===== src/confidence_weighted_window_average_core_macros.svh =====
// ----------------------------------------------------------------------------
// Confidence weighted window average: assertion macros
// Immediate-consequence and next-cycle property forms on clk_i / rst_ni.
// ----------------------------------------------------------------------------
`ifndef CONFIDENCE_WEIGHTED_WINDOW_AVERAGE_CORE_MACROS_SVH
`define CONFIDENCE_WEIGHTED_WINDOW_AVERAGE_CORE_MACROS_SVH

`ifndef NO_ASSERTIONS
`define CWWA_ASSERT_IMPL(lbl, ante, cons) \
  lbl: assert property (@(posedge clk_i) disable iff (!rst_ni) (ante) |-> (cons)) \
    else $error("cwwa: property violated");
`define CWWA_ASSERT_NEXT(lbl, ante, cons) \
  lbl: assert property (@(posedge clk_i) disable iff (!rst_ni) (ante) |=> (cons)) \
    else $error("cwwa: property violated");
`else
`define CWWA_ASSERT_IMPL(lbl, ante, cons)
`define CWWA_ASSERT_NEXT(lbl, ante, cons)
`endif

`endif


===== src/cwwa_pkg.sv =====
// ----------------------------------------------------------------------------
// Confidence weighted window average: package
// Widths, request/result payloads and controller/datapath interface types.
// ----------------------------------------------------------------------------
`timescale 1ns / 1ps
`default_nettype none

package cwwa_pkg;

  localparam int WINDOW_MAX = 16;
  localparam int CFG_W      = 5;
  localparam int DATA_W     = 16;
  localparam int LEN_W      = $clog2(WINDOW_MAX + 1);
  localparam int SLOT_W     = (WINDOW_MAX > 1) ? $clog2(WINDOW_MAX) : 1;
  localparam int CMP_W      = (LEN_W > CFG_W) ? LEN_W : CFG_W;
  localparam int SC_W       = DATA_W + LEN_W;
  localparam int SP_W       = 2 * DATA_W + LEN_W;
  localparam int ENTRY_W    = 3 * DATA_W;
  localparam int LANES      = 3;
  localparam int DIV_STEPS  = DATA_W;
  localparam int DCNT_W     = $clog2(DIV_STEPS);
  localparam int LEN_RST    = (WINDOW_MAX < 16) ? WINDOW_MAX : 16;

  typedef struct packed {
    logic [DATA_W-1:0] confidence;
    logic [DATA_W-1:0] obj_width;
    logic [DATA_W-1:0] obj_height;
    logic              sample_valid;
  } cwwa_in_t;

  typedef struct packed {
    logic              accepted;
    logic [DATA_W-1:0] avg_confidence;
    logic [DATA_W-1:0] avg_width;
    logic [DATA_W-1:0] avg_height;
    logic              window_empty;
  } cwwa_out_t;

  typedef struct packed {
    logic cap;
    logic wr;
    logic rd_start;
    logic rd_en;
    logic div_start;
    logic div_step;
    logic out_load;
  } cwwa_cmd_t;

  typedef struct packed {
    logic fill_zero;
    logic rd_last;
    logic pipe_busy;
  } cwwa_sts_t;

endpackage

`default_nettype wire


===== src/cwwa_ram.sv =====
// ----------------------------------------------------------------------------
// Confidence weighted window average: generic RAM
// One write port, one read port with registered read data.
// ----------------------------------------------------------------------------
`timescale 1ns / 1ps
`default_nettype none

module cwwa_ram #(
  parameter int Width = 48,
  parameter int Depth = 16
) (
  input  logic                                    clk_i,
  input  logic                                    we_i,
  input  logic [((Depth > 1) ? $clog2(Depth) : 1)-1:0] waddr_i,
  input  logic [Width-1:0]                        wdata_i,
  input  logic [((Depth > 1) ? $clog2(Depth) : 1)-1:0] raddr_i,
  output logic [Width-1:0]                        rdata_o
);

  logic [Width-1:0] mem_q [Depth];
  logic [Width-1:0] rdata_q;

  always_ff @(posedge clk_i) begin
    if (we_i) begin
      mem_q[waddr_i] <= wdata_i;
    end
    rdata_q <= mem_q[raddr_i];
  end

  assign rdata_o = rdata_q;

endmodule

`default_nettype wire


===== src/cwwa_datapath.sv =====
// ----------------------------------------------------------------------------
// Confidence weighted window average: datapath
// Window bookkeeping, entry store, product/accumulate pipeline, three
// restoring divider lanes and the result register.
// ----------------------------------------------------------------------------
`timescale 1ns / 1ps
`default_nettype none

module cwwa_datapath import cwwa_pkg::*; (
  input  logic             clk_i,
  input  logic             rst_ni,
  input  logic             cfg_we_i,
  input  logic [CFG_W-1:0] cfg_wdata_i,
  input  cwwa_in_t         in_req_i,
  input  cwwa_cmd_t        cmd_i,
  output cwwa_sts_t        sts_o,
  output cwwa_out_t        out_rsp_o
);

  function automatic logic [SLOT_W-1:0] wrap_inc(input logic [SLOT_W-1:0] p,
                                                 input logic [LEN_W-1:0]  n);
    logic [LEN_W:0] s;
    s = (LEN_W+1)'(p) + (LEN_W+1)'(1);
    if (s == (LEN_W+1)'(n)) begin
      s = '0;
    end
    return SLOT_W'(s);
  endfunction

  logic [LEN_W-1:0]    len_q, fill_q, rd_cnt_q;
  logic [SLOT_W-1:0]   oldest_q, rd_ptr_q;
  logic                rv_q, pv_q;
  cwwa_in_t            in_q;
  cwwa_out_t           rsp_q, rsp_d;
  logic [DATA_W-1:0]   pc_q;
  logic [2*DATA_W-1:0] prod_q [LANES];
  logic [SC_W-1:0]     sc_q;
  logic [SP_W-1:0]     num_q  [LANES];
  logic [SC_W-1:0]     rem_q  [LANES];
  logic [DATA_W-1:0]   quo_q  [LANES];

  logic [CMP_W-1:0]    cfg_cmp;
  logic [LEN_W-1:0]    len_d;
  logic                full;
  logic [LEN_W:0]      wsum;
  logic [SLOT_W-1:0]   wr_slot;
  logic                wr_en;
  logic [ENTRY_W-1:0]  rd_data;
  logic [DATA_W-1:0]   opnd  [LANES];
  logic [SC_W:0]       trial [LANES];
  logic                ge    [LANES];
  logic [SC_W-1:0]     rem_d [LANES];

  always_comb begin
    cfg_cmp = CMP_W'(cfg_wdata_i);
    if (cfg_cmp == '0) begin
      len_d = LEN_W'(1);
    end else if (cfg_cmp > CMP_W'(WINDOW_MAX)) begin
      len_d = LEN_W'(WINDOW_MAX);
    end else begin
      len_d = LEN_W'(cfg_cmp);
    end
  end

  always_comb begin
    full = (fill_q == len_q);
    wsum = (LEN_W+1)'(oldest_q) + (LEN_W+1)'(fill_q);
    if (wsum >= (LEN_W+1)'(len_q)) begin
      wsum = wsum - (LEN_W+1)'(len_q);
    end
    wr_slot = full ? oldest_q : SLOT_W'(wsum);
    wr_en   = cmd_i.wr && in_q.sample_valid;
  end

  cwwa_ram #(
    .Width (ENTRY_W),
    .Depth (WINDOW_MAX)
  ) u_store (
    .clk_i   (clk_i),
    .we_i    (wr_en),
    .waddr_i (wr_slot),
    .wdata_i ({in_q.confidence, in_q.obj_width, in_q.obj_height}),
    .raddr_i (rd_ptr_q),
    .rdata_o (rd_data)
  );

  always_comb begin
    opnd[0] = rd_data[ENTRY_W-1 -: DATA_W];
    opnd[1] = rd_data[2*DATA_W-1 -: DATA_W];
    opnd[2] = rd_data[DATA_W-1:0];
  end

  always_comb begin
    for (int i = 0; i < LANES; i++) begin
      trial[i] = {rem_q[i], quo_q[i][DATA_W-1]};
      ge[i]    = (trial[i] >= {1'b0, sc_q});
      rem_d[i] = ge[i] ? SC_W'(trial[i] - {1'b0, sc_q}) : trial[i][SC_W-1:0];
    end
  end

  always_comb begin
    rsp_d.accepted       = in_q.sample_valid;
    rsp_d.window_empty   = (sc_q == '0);
    rsp_d.avg_confidence = rsp_d.window_empty ? '0 : quo_q[0];
    rsp_d.avg_width      = rsp_d.window_empty ? '0 : quo_q[1];
    rsp_d.avg_height     = rsp_d.window_empty ? '0 : quo_q[2];
  end

  always_ff @(posedge clk_i or negedge rst_ni) begin
    if (!rst_ni) begin
      len_q    <= LEN_W'(LEN_RST);
      fill_q   <= '0;
      oldest_q <= '0;
      rd_ptr_q <= '0;
      rd_cnt_q <= '0;
      rv_q     <= 1'b0;
      pv_q     <= 1'b0;
    end else begin
      if (cfg_we_i) begin
        len_q    <= len_d;
        fill_q   <= '0;
        oldest_q <= '0;
      end else if (wr_en) begin
        if (full) begin
          oldest_q <= wrap_inc(oldest_q, len_q);
        end else begin
          fill_q <= fill_q + LEN_W'(1);
        end
      end
      if (cmd_i.rd_start) begin
        rd_ptr_q <= oldest_q;
        rd_cnt_q <= '0;
      end else if (cmd_i.rd_en) begin
        rd_ptr_q <= wrap_inc(rd_ptr_q, len_q);
        rd_cnt_q <= rd_cnt_q + LEN_W'(1);
      end
      rv_q <= cmd_i.rd_en;
      pv_q <= rv_q;
    end
  end

  always_ff @(posedge clk_i) begin
    if (cmd_i.cap) begin
      in_q <= in_req_i;
      sc_q <= '0;
      for (int i = 0; i < LANES; i++) begin
        num_q[i] <= '0;
      end
    end else if (pv_q) begin
      sc_q <= sc_q + SC_W'(pc_q);
      for (int i = 0; i < LANES; i++) begin
        num_q[i] <= num_q[i] + SP_W'(prod_q[i]);
      end
    end
    if (rv_q) begin
      pc_q <= opnd[0];
      for (int i = 0; i < LANES; i++) begin
        prod_q[i] <= opnd[0] * opnd[i];
      end
    end
    if (cmd_i.div_start) begin
      for (int i = 0; i < LANES; i++) begin
        rem_q[i] <= num_q[i][SP_W-1:DATA_W];
        quo_q[i] <= num_q[i][DATA_W-1:0];
      end
    end else if (cmd_i.div_step) begin
      for (int i = 0; i < LANES; i++) begin
        rem_q[i] <= rem_d[i];
        quo_q[i] <= {quo_q[i][DATA_W-2:0], ge[i]};
      end
    end
    if (cmd_i.out_load) begin
      rsp_q <= rsp_d;
    end
  end

  assign sts_o.fill_zero = (fill_q == '0);
  assign sts_o.rd_last   = (rd_cnt_q == fill_q - LEN_W'(1));
  assign sts_o.pipe_busy = rv_q || pv_q;
  assign out_rsp_o       = rsp_q;

endmodule

`default_nettype wire


===== src/cwwa_ctrl.sv =====
// ----------------------------------------------------------------------------
// Confidence weighted window average: controller
// Sequences store, window read, divide and result hand-off per request.
// ----------------------------------------------------------------------------
`timescale 1ns / 1ps
`default_nettype none

module cwwa_ctrl import cwwa_pkg::*; (
  input  logic      clk_i,
  input  logic      rst_ni,
  input  logic      in_valid_i,
  output logic      in_stall_o,
  output logic      out_valid_o,
  input  logic      out_stall_i,
  input  cwwa_sts_t sts_i,
  output cwwa_cmd_t cmd_o
);

  typedef enum logic [2:0] {
    S_IDLE,
    S_WRITE,
    S_START,
    S_READ,
    S_DRAIN,
    S_DIVI,
    S_DIV,
    S_DONE
  } state_e;

  state_e            state_q;
  logic [DCNT_W-1:0] cnt_q;
  logic              out_valid_q;

  always_comb begin
    cmd_o = '0;
    unique case (state_q)
      S_IDLE:  cmd_o.cap       = in_valid_i;
      S_WRITE: cmd_o.wr        = 1'b1;
      S_START: cmd_o.rd_start  = 1'b1;
      S_READ:  cmd_o.rd_en     = 1'b1;
      S_DRAIN: cmd_o           = '0;
      S_DIVI:  cmd_o.div_start = 1'b1;
      S_DIV:   cmd_o.div_step  = 1'b1;
      S_DONE:  cmd_o.out_load  = !out_valid_q || !out_stall_i;
      default: cmd_o           = '0;
    endcase
  end

  always_ff @(posedge clk_i or negedge rst_ni) begin
    if (!rst_ni) begin
      state_q     <= S_IDLE;
      cnt_q       <= '0;
      out_valid_q <= 1'b0;
    end else begin
      if (cmd_o.out_load) begin
        out_valid_q <= 1'b1;
      end else if (!out_stall_i) begin
        out_valid_q <= 1'b0;
      end
      unique case (state_q)
        S_IDLE: begin
          if (in_valid_i) begin
            state_q <= S_WRITE;
          end
        end
        S_WRITE: state_q <= S_START;
        S_START: state_q <= sts_i.fill_zero ? S_DRAIN : S_READ;
        S_READ: begin
          if (sts_i.rd_last) begin
            state_q <= S_DRAIN;
          end
        end
        S_DRAIN: begin
          if (!sts_i.pipe_busy) begin
            state_q <= S_DIVI;
          end
        end
        S_DIVI: begin
          cnt_q   <= '0;
          state_q <= S_DIV;
        end
        S_DIV: begin
          if (cnt_q == DCNT_W'(DIV_STEPS - 1)) begin
            state_q <= S_DONE;
          end else begin
            cnt_q <= cnt_q + DCNT_W'(1);
          end
        end
        S_DONE: begin
          if (cmd_o.out_load) begin
            state_q <= S_IDLE;
          end
        end
        default: state_q <= S_IDLE;
      endcase
    end
  end

  assign in_stall_o  = (state_q != S_IDLE);
  assign out_valid_o = out_valid_q;

endmodule

`default_nettype wire


===== src/confidence_weighted_window_average_core.sv =====
// Per request: store a valid sample, then one RAM read per entry in the window
// (none when the window holds no entries), then a 16-step restoring divide
// in three parallel lanes. A new request is taken only after the previous
// result is loaded into the result register, which frees the input side
// while a result waits.
// Reset clears the window and sets length 16.
// ----------------------------------------------------------------------------
// Confidence weighted window average core
// Sliding window of observations with confidence-weighted averages.
// ----------------------------------------------------------------------------
`timescale 1ns / 1ps
`default_nettype none

`include "confidence_weighted_window_average_core_macros.svh"

module confidence_weighted_window_average_core import cwwa_pkg::*; (
  input  logic             clk_i,
  input  logic             rst_ni,
  input  logic             cfg_we_i,
  input  logic [CFG_W-1:0] cfg_wdata_i,
  input  logic             in_valid_i,
  output logic             in_stall_o,
  input  cwwa_in_t         in_req_i,
  output logic             out_valid_o,
  input  logic             out_stall_i,
  output cwwa_out_t        out_rsp_o
);

  cwwa_cmd_t cmd;
  cwwa_sts_t sts;
  logic      avg_zero;

  cwwa_ctrl u_ctrl (
    .clk_i       (clk_i),
    .rst_ni      (rst_ni),
    .in_valid_i  (in_valid_i),
    .in_stall_o  (in_stall_o),
    .out_valid_o (out_valid_o),
    .out_stall_i (out_stall_i),
    .sts_i       (sts),
    .cmd_o       (cmd)
  );

  cwwa_datapath u_dp (
    .clk_i       (clk_i),
    .rst_ni      (rst_ni),
    .cfg_we_i    (cfg_we_i),
    .cfg_wdata_i (cfg_wdata_i),
    .in_req_i    (in_req_i),
    .cmd_i       (cmd),
    .sts_o       (sts),
    .out_rsp_o   (out_rsp_o)
  );

  assign avg_zero = (out_rsp_o.avg_confidence == '0) && (out_rsp_o.avg_width == '0) &&
                    (out_rsp_o.avg_height == '0);

  `CWWA_ASSERT_NEXT(a_busy_after_req, in_valid_i && !in_stall_o, in_stall_o)
  `CWWA_ASSERT_IMPL(a_empty_zero, out_valid_o && out_rsp_o.window_empty, avg_zero)
  `CWWA_ASSERT_IMPL(a_load_busy, cmd.out_load, in_stall_o)
  `CWWA_ASSERT_IMPL(a_read_nonempty, cmd.rd_en, !sts.fill_zero)

endmodule

`default_nettype wire


===== config.mk =====
export PLATFORM = sky130hd
export DESIGN_NAME = confidence_weighted_window_average_core
export DESIGN_NICKNAME = d
export VERILOG_FILES = /design/src/cwwa_pkg.sv /design/src/cwwa_ram.sv /design/src/cwwa_datapath.sv /design/src/cwwa_ctrl.sv /design/src/confidence_weighted_window_average_core.sv
export VERILOG_INCLUDE_DIRS = /design/src /design/src/src
export SDC_FILE = /design/constraint.sdc
export NUM_CORES = 2
export LEC_CHECK = 0
export ABC_AREA = 1
export BUFFER_PORTS_ARGS = -buffer_cell sky130_fd_sc_hd__buf_4
export CORE_UTILIZATION = 64
export DETAILED_ROUTE_END_ITERATION = 7
export GPL_ROUTABILITY_DRIVEN = 0
export PLACE_DENSITY = 0.78
export SLEW_MARGIN = 20
export SYNTH_ARGS = -nofsm -noshare
export SYNTH_HDL_FRONTEND = slang
export SYNTH_SLANG_ARGS = --single-unit

===== constraint.sdc =====
create_clock -name clk_i -period 17.4 [get_ports clk_i]
set_input_delay 3.48 -clock clk_i [delete_from_list [all_inputs] [get_ports clk_i]]
set_output_delay 3.48 -clock clk_i [all_outputs]
set_load 0.05 [all_outputs]

==> impl_metrics.ini <==
[logic_synthesis]
synth_top_cell_area_share_pct = 41.8
syn-num-nets = 10400
synthArstFlopShare_pct = 2.54
ys_seq_elements = 1301
yosysSeqAreaShare_pct = 44.4
synth.top_cells.by_area = edfxtp_1 (42%), fa_1 (13%), nand2_1 (10%), ha_1 (7.3%), inv_1 (6.3%)
synth_flop_cell = edfxtp_1
yosysTopAreaCell = edfxtp_1
syn_avg_cell_area_um2 = 9.29
ys_top_cells_by_count = nand2_1 (2290), inv_1 (1439), edfxtp_1 (1199), nor2_1 (669), fa_1 (558)
synth-edff-count = 1199
synthCells = 9275
synth_area_um2 = 86100
ys_types = 62
synth_warnings = 0
yosysMostFrequentCell = nand2_1

[die]
pin_count = 111
rows = 134
die_area_um2 = 136000
fp.dieW_um = 369
core_um2 = 133000
die_h_um = 369
initial_core_util_pct = 64.5

[routing]
postRouteAntennaNets = 0
viasPerCell = 5.98
routedWlPerCell_um = 20.2
first_pass_iters = 8
drtIter0Drc = 7281
routed_wl_mm = 224
drc = 0
dr_total_vias = 66400

[cts]
insertion_delay_ns = 0.80
root_buffer = clkbuf_16
clkTransAtPathRegs_ns = 0.06
cts_hold_buffers = 0
post_cts_buffers = 0
cts_buffers = 137
htreeDepth = 4
clockBufferDepth = 3
cts_tree = yes
cts.sinks = 1301
cts_resized = 0

[sta]
finalCriticalPeriod_ns = 6.19
hold_viol = 0
finClkSkew_ns = 0.0458
finalMaxSlewViolations = 0
holdWs_ns = 0.467
worst_pin_slew_ns = 1.12
period_share_pct = 35.6
fmax_ghz = 0.162
final.setup.tns_ns = 0
setup_violations = 0
worst_slack_ns = 11.21
rsz0062_at_grt = false
max_slew_margin_pct = 25.1

[setup_path]
startpoint_type = flop
crit_path_frequent_cell = fa_1
crit_path_end_kind = flop
cp_max_fo = 49
criticalPathCategory = reg -> reg
critical_path.max_stage_delay_ns = 0.55
crit_chain = buf_4 > nand2_1 > fa_1 > fa_1 > inv_1 > fa_1 > inv_1 > fa_1 > inv_1 > fa_1 > inv_1 > fa_1 > inv_1 > ha_1 > nand2_1 > nor2_1 > nand4_1 > o21ai_1 > nand2_1 > nor2_1 > nor2_1 > nand2_1 > nand2_1
arrival_ns = 6.71
critPathRequiredTime_ns = 17.93
crit_slowest_cell = fa_1

[placement]
dpl.cell_count = 10900
portBuffers = 110
dpl.hpwl_mm = 149
pre_cts_ws_ns = 11.36

[job]
drv_cap = 0

[grt]
grt_pass1_wl_mm = 352
grt_max_degree = 107
antenna_found_initial = 3
gr-total-overflow = 0
track_usage_pct = 33.2
first_global_vias = 66100

[finish]
drive_above_1_share_pct = 5.24
multi_input_area_um2 = 41200
antenna_cells = 0
ff_latch_area_um2 = 38200
stdcell_count = 11100
n_fill_cell = 9822
finalNetCount = 10300
area_growth_pct = 8.10

[worst_hold_path]
min_path_type = reg -> reg

[run_status]
status = finished, final reports clean
## cell type report
type / instances / area share (%)
Clock buffer: 163 / 3.90
Tap cell: 1768 / 2.38
Inverter: 1449 / 5.85
Clock inverter: 90 / 1.23
Timing Repair Buffer: 171 / 1.38
Sequential cell: 1301 / 41.1
Multi-Input combinational cell: 6171 / 44.2
## flip-flops by register name, indices dropped and copies added, names as in the netlist
signal / cells
u_dp.oldest_q: 4
u_dp.out_rsp_o: 50
u_dp.in_q: 49
u_ctrl.state_q: 3
u_dp.quo_q: 48
u_dp.rem_q: 63
u_dp.rd_ptr_q: 4
u_dp.rv_q: 1
u_dp.len_q: 5
u_dp.fill_q: 5
u_dp.prod_q: 94
u_dp.sc_q: 21
u_dp.pv_q: 1
u_dp.rd_cnt_q: 5
u_ctrl.out_valid_o: 1
u_dp.u_store.rdata_o: 48
u_dp.u_store.mem_q: 768
u_dp.pc_q: 16
u_ctrl.cnt_q: 4
u_dp.num_q: 111
## cells by family (layout without fill, tap and decap cells)
family | after synthesis | count (layout) | synth area share (%)
simple gates | 3628 | 3628 | 17.3
buf+inv | 1803 | 1873 | 8.05
compound gates | 1352 | 1352 | 8.72
flops | 1301 | 1301 | 44.4
fa+ha+maj | 1058 | 1058 | 20.2
xor+xnor | 132 | 132 | 1.34
mux | 1 | 1 | 0.0116
## through the flow
| stage | area, um^2 | util [%] |
|---|---|---|
| floorplan | 86100 | - |
| global placement | 88300 | 66.2 |
| detailed placement | 88300 | 66.2 |
| CTS | 93100 | 69.8 |
| global route | 93100 | 69.8 |
| finish | 93100 | 69.8 |
## worst max-delay path: cells and delay by family, from the launching register on
family          cells  cell delay, ns
compound gates      1            0.29
fa+ha+maj           7            3.48
buf+inv             6            0.76
flops               1            0.31
simple gates        9            1.06
## routing by layer
metal	vias up	global-route usage, %	wire length, um
li1	30300	-	-
met2	3516	54.2	106000
met1	31900	42.7	85100
met4	2	17.5	11900
met3	723	5.41	20700
met5	-	0	13
## final timing paths
path / start / endpoint / slack, ns / cells past startpoint
max in group asynchronous: rst_ni / u_dp.rv_q$_DFF_PN0_ / 14.37 / 1
min: u_ctrl.cnt_q[3]$_DFFE_PN0P_ / u_ctrl.cnt_q[3]$_DFFE_PN0P_ / 0.47 / 1
max: u_dp.u_store.rdata_o[42]$_DFF_P_ / u_dp.prod_q[0][54]$_DFFE_PP_ / 11.21 / 23
min reg2reg: u_ctrl.cnt_q[3]$_DFFE_PN0P_ / u_ctrl.cnt_q[3]$_DFFE_PN0P_ / 0.47 / 1
max reg2reg: u_dp.u_store.rdata_o[42]$_DFF_P_ / u_dp.prod_q[0][54]$_DFFE_PP_ / 11.21 / 23
min in group asynchronous: rst_ni / u_dp.len_q[2]$_DFFE_PN0P_ / 2.62 / 1
## placed cells by master, fill, tap and decap left out, drive strengths merged, types with 99 or more instances in the layout
cell type  netlist  final
nand2         2313   2313
inv           1446   1454
edfxtp        1199   1199
nor2           680    680
fa             558    558
o21ai          541    541
a21oi          533    533
ha             500    500
nand3          379    379
buf            113    171
clkbuf         241    163
nand4          105    105
xor2            99     99
Power is left out: the tool's default activity adds up to more than one toggle a clock period on the data nets, which glitch-free logic cannot reach.
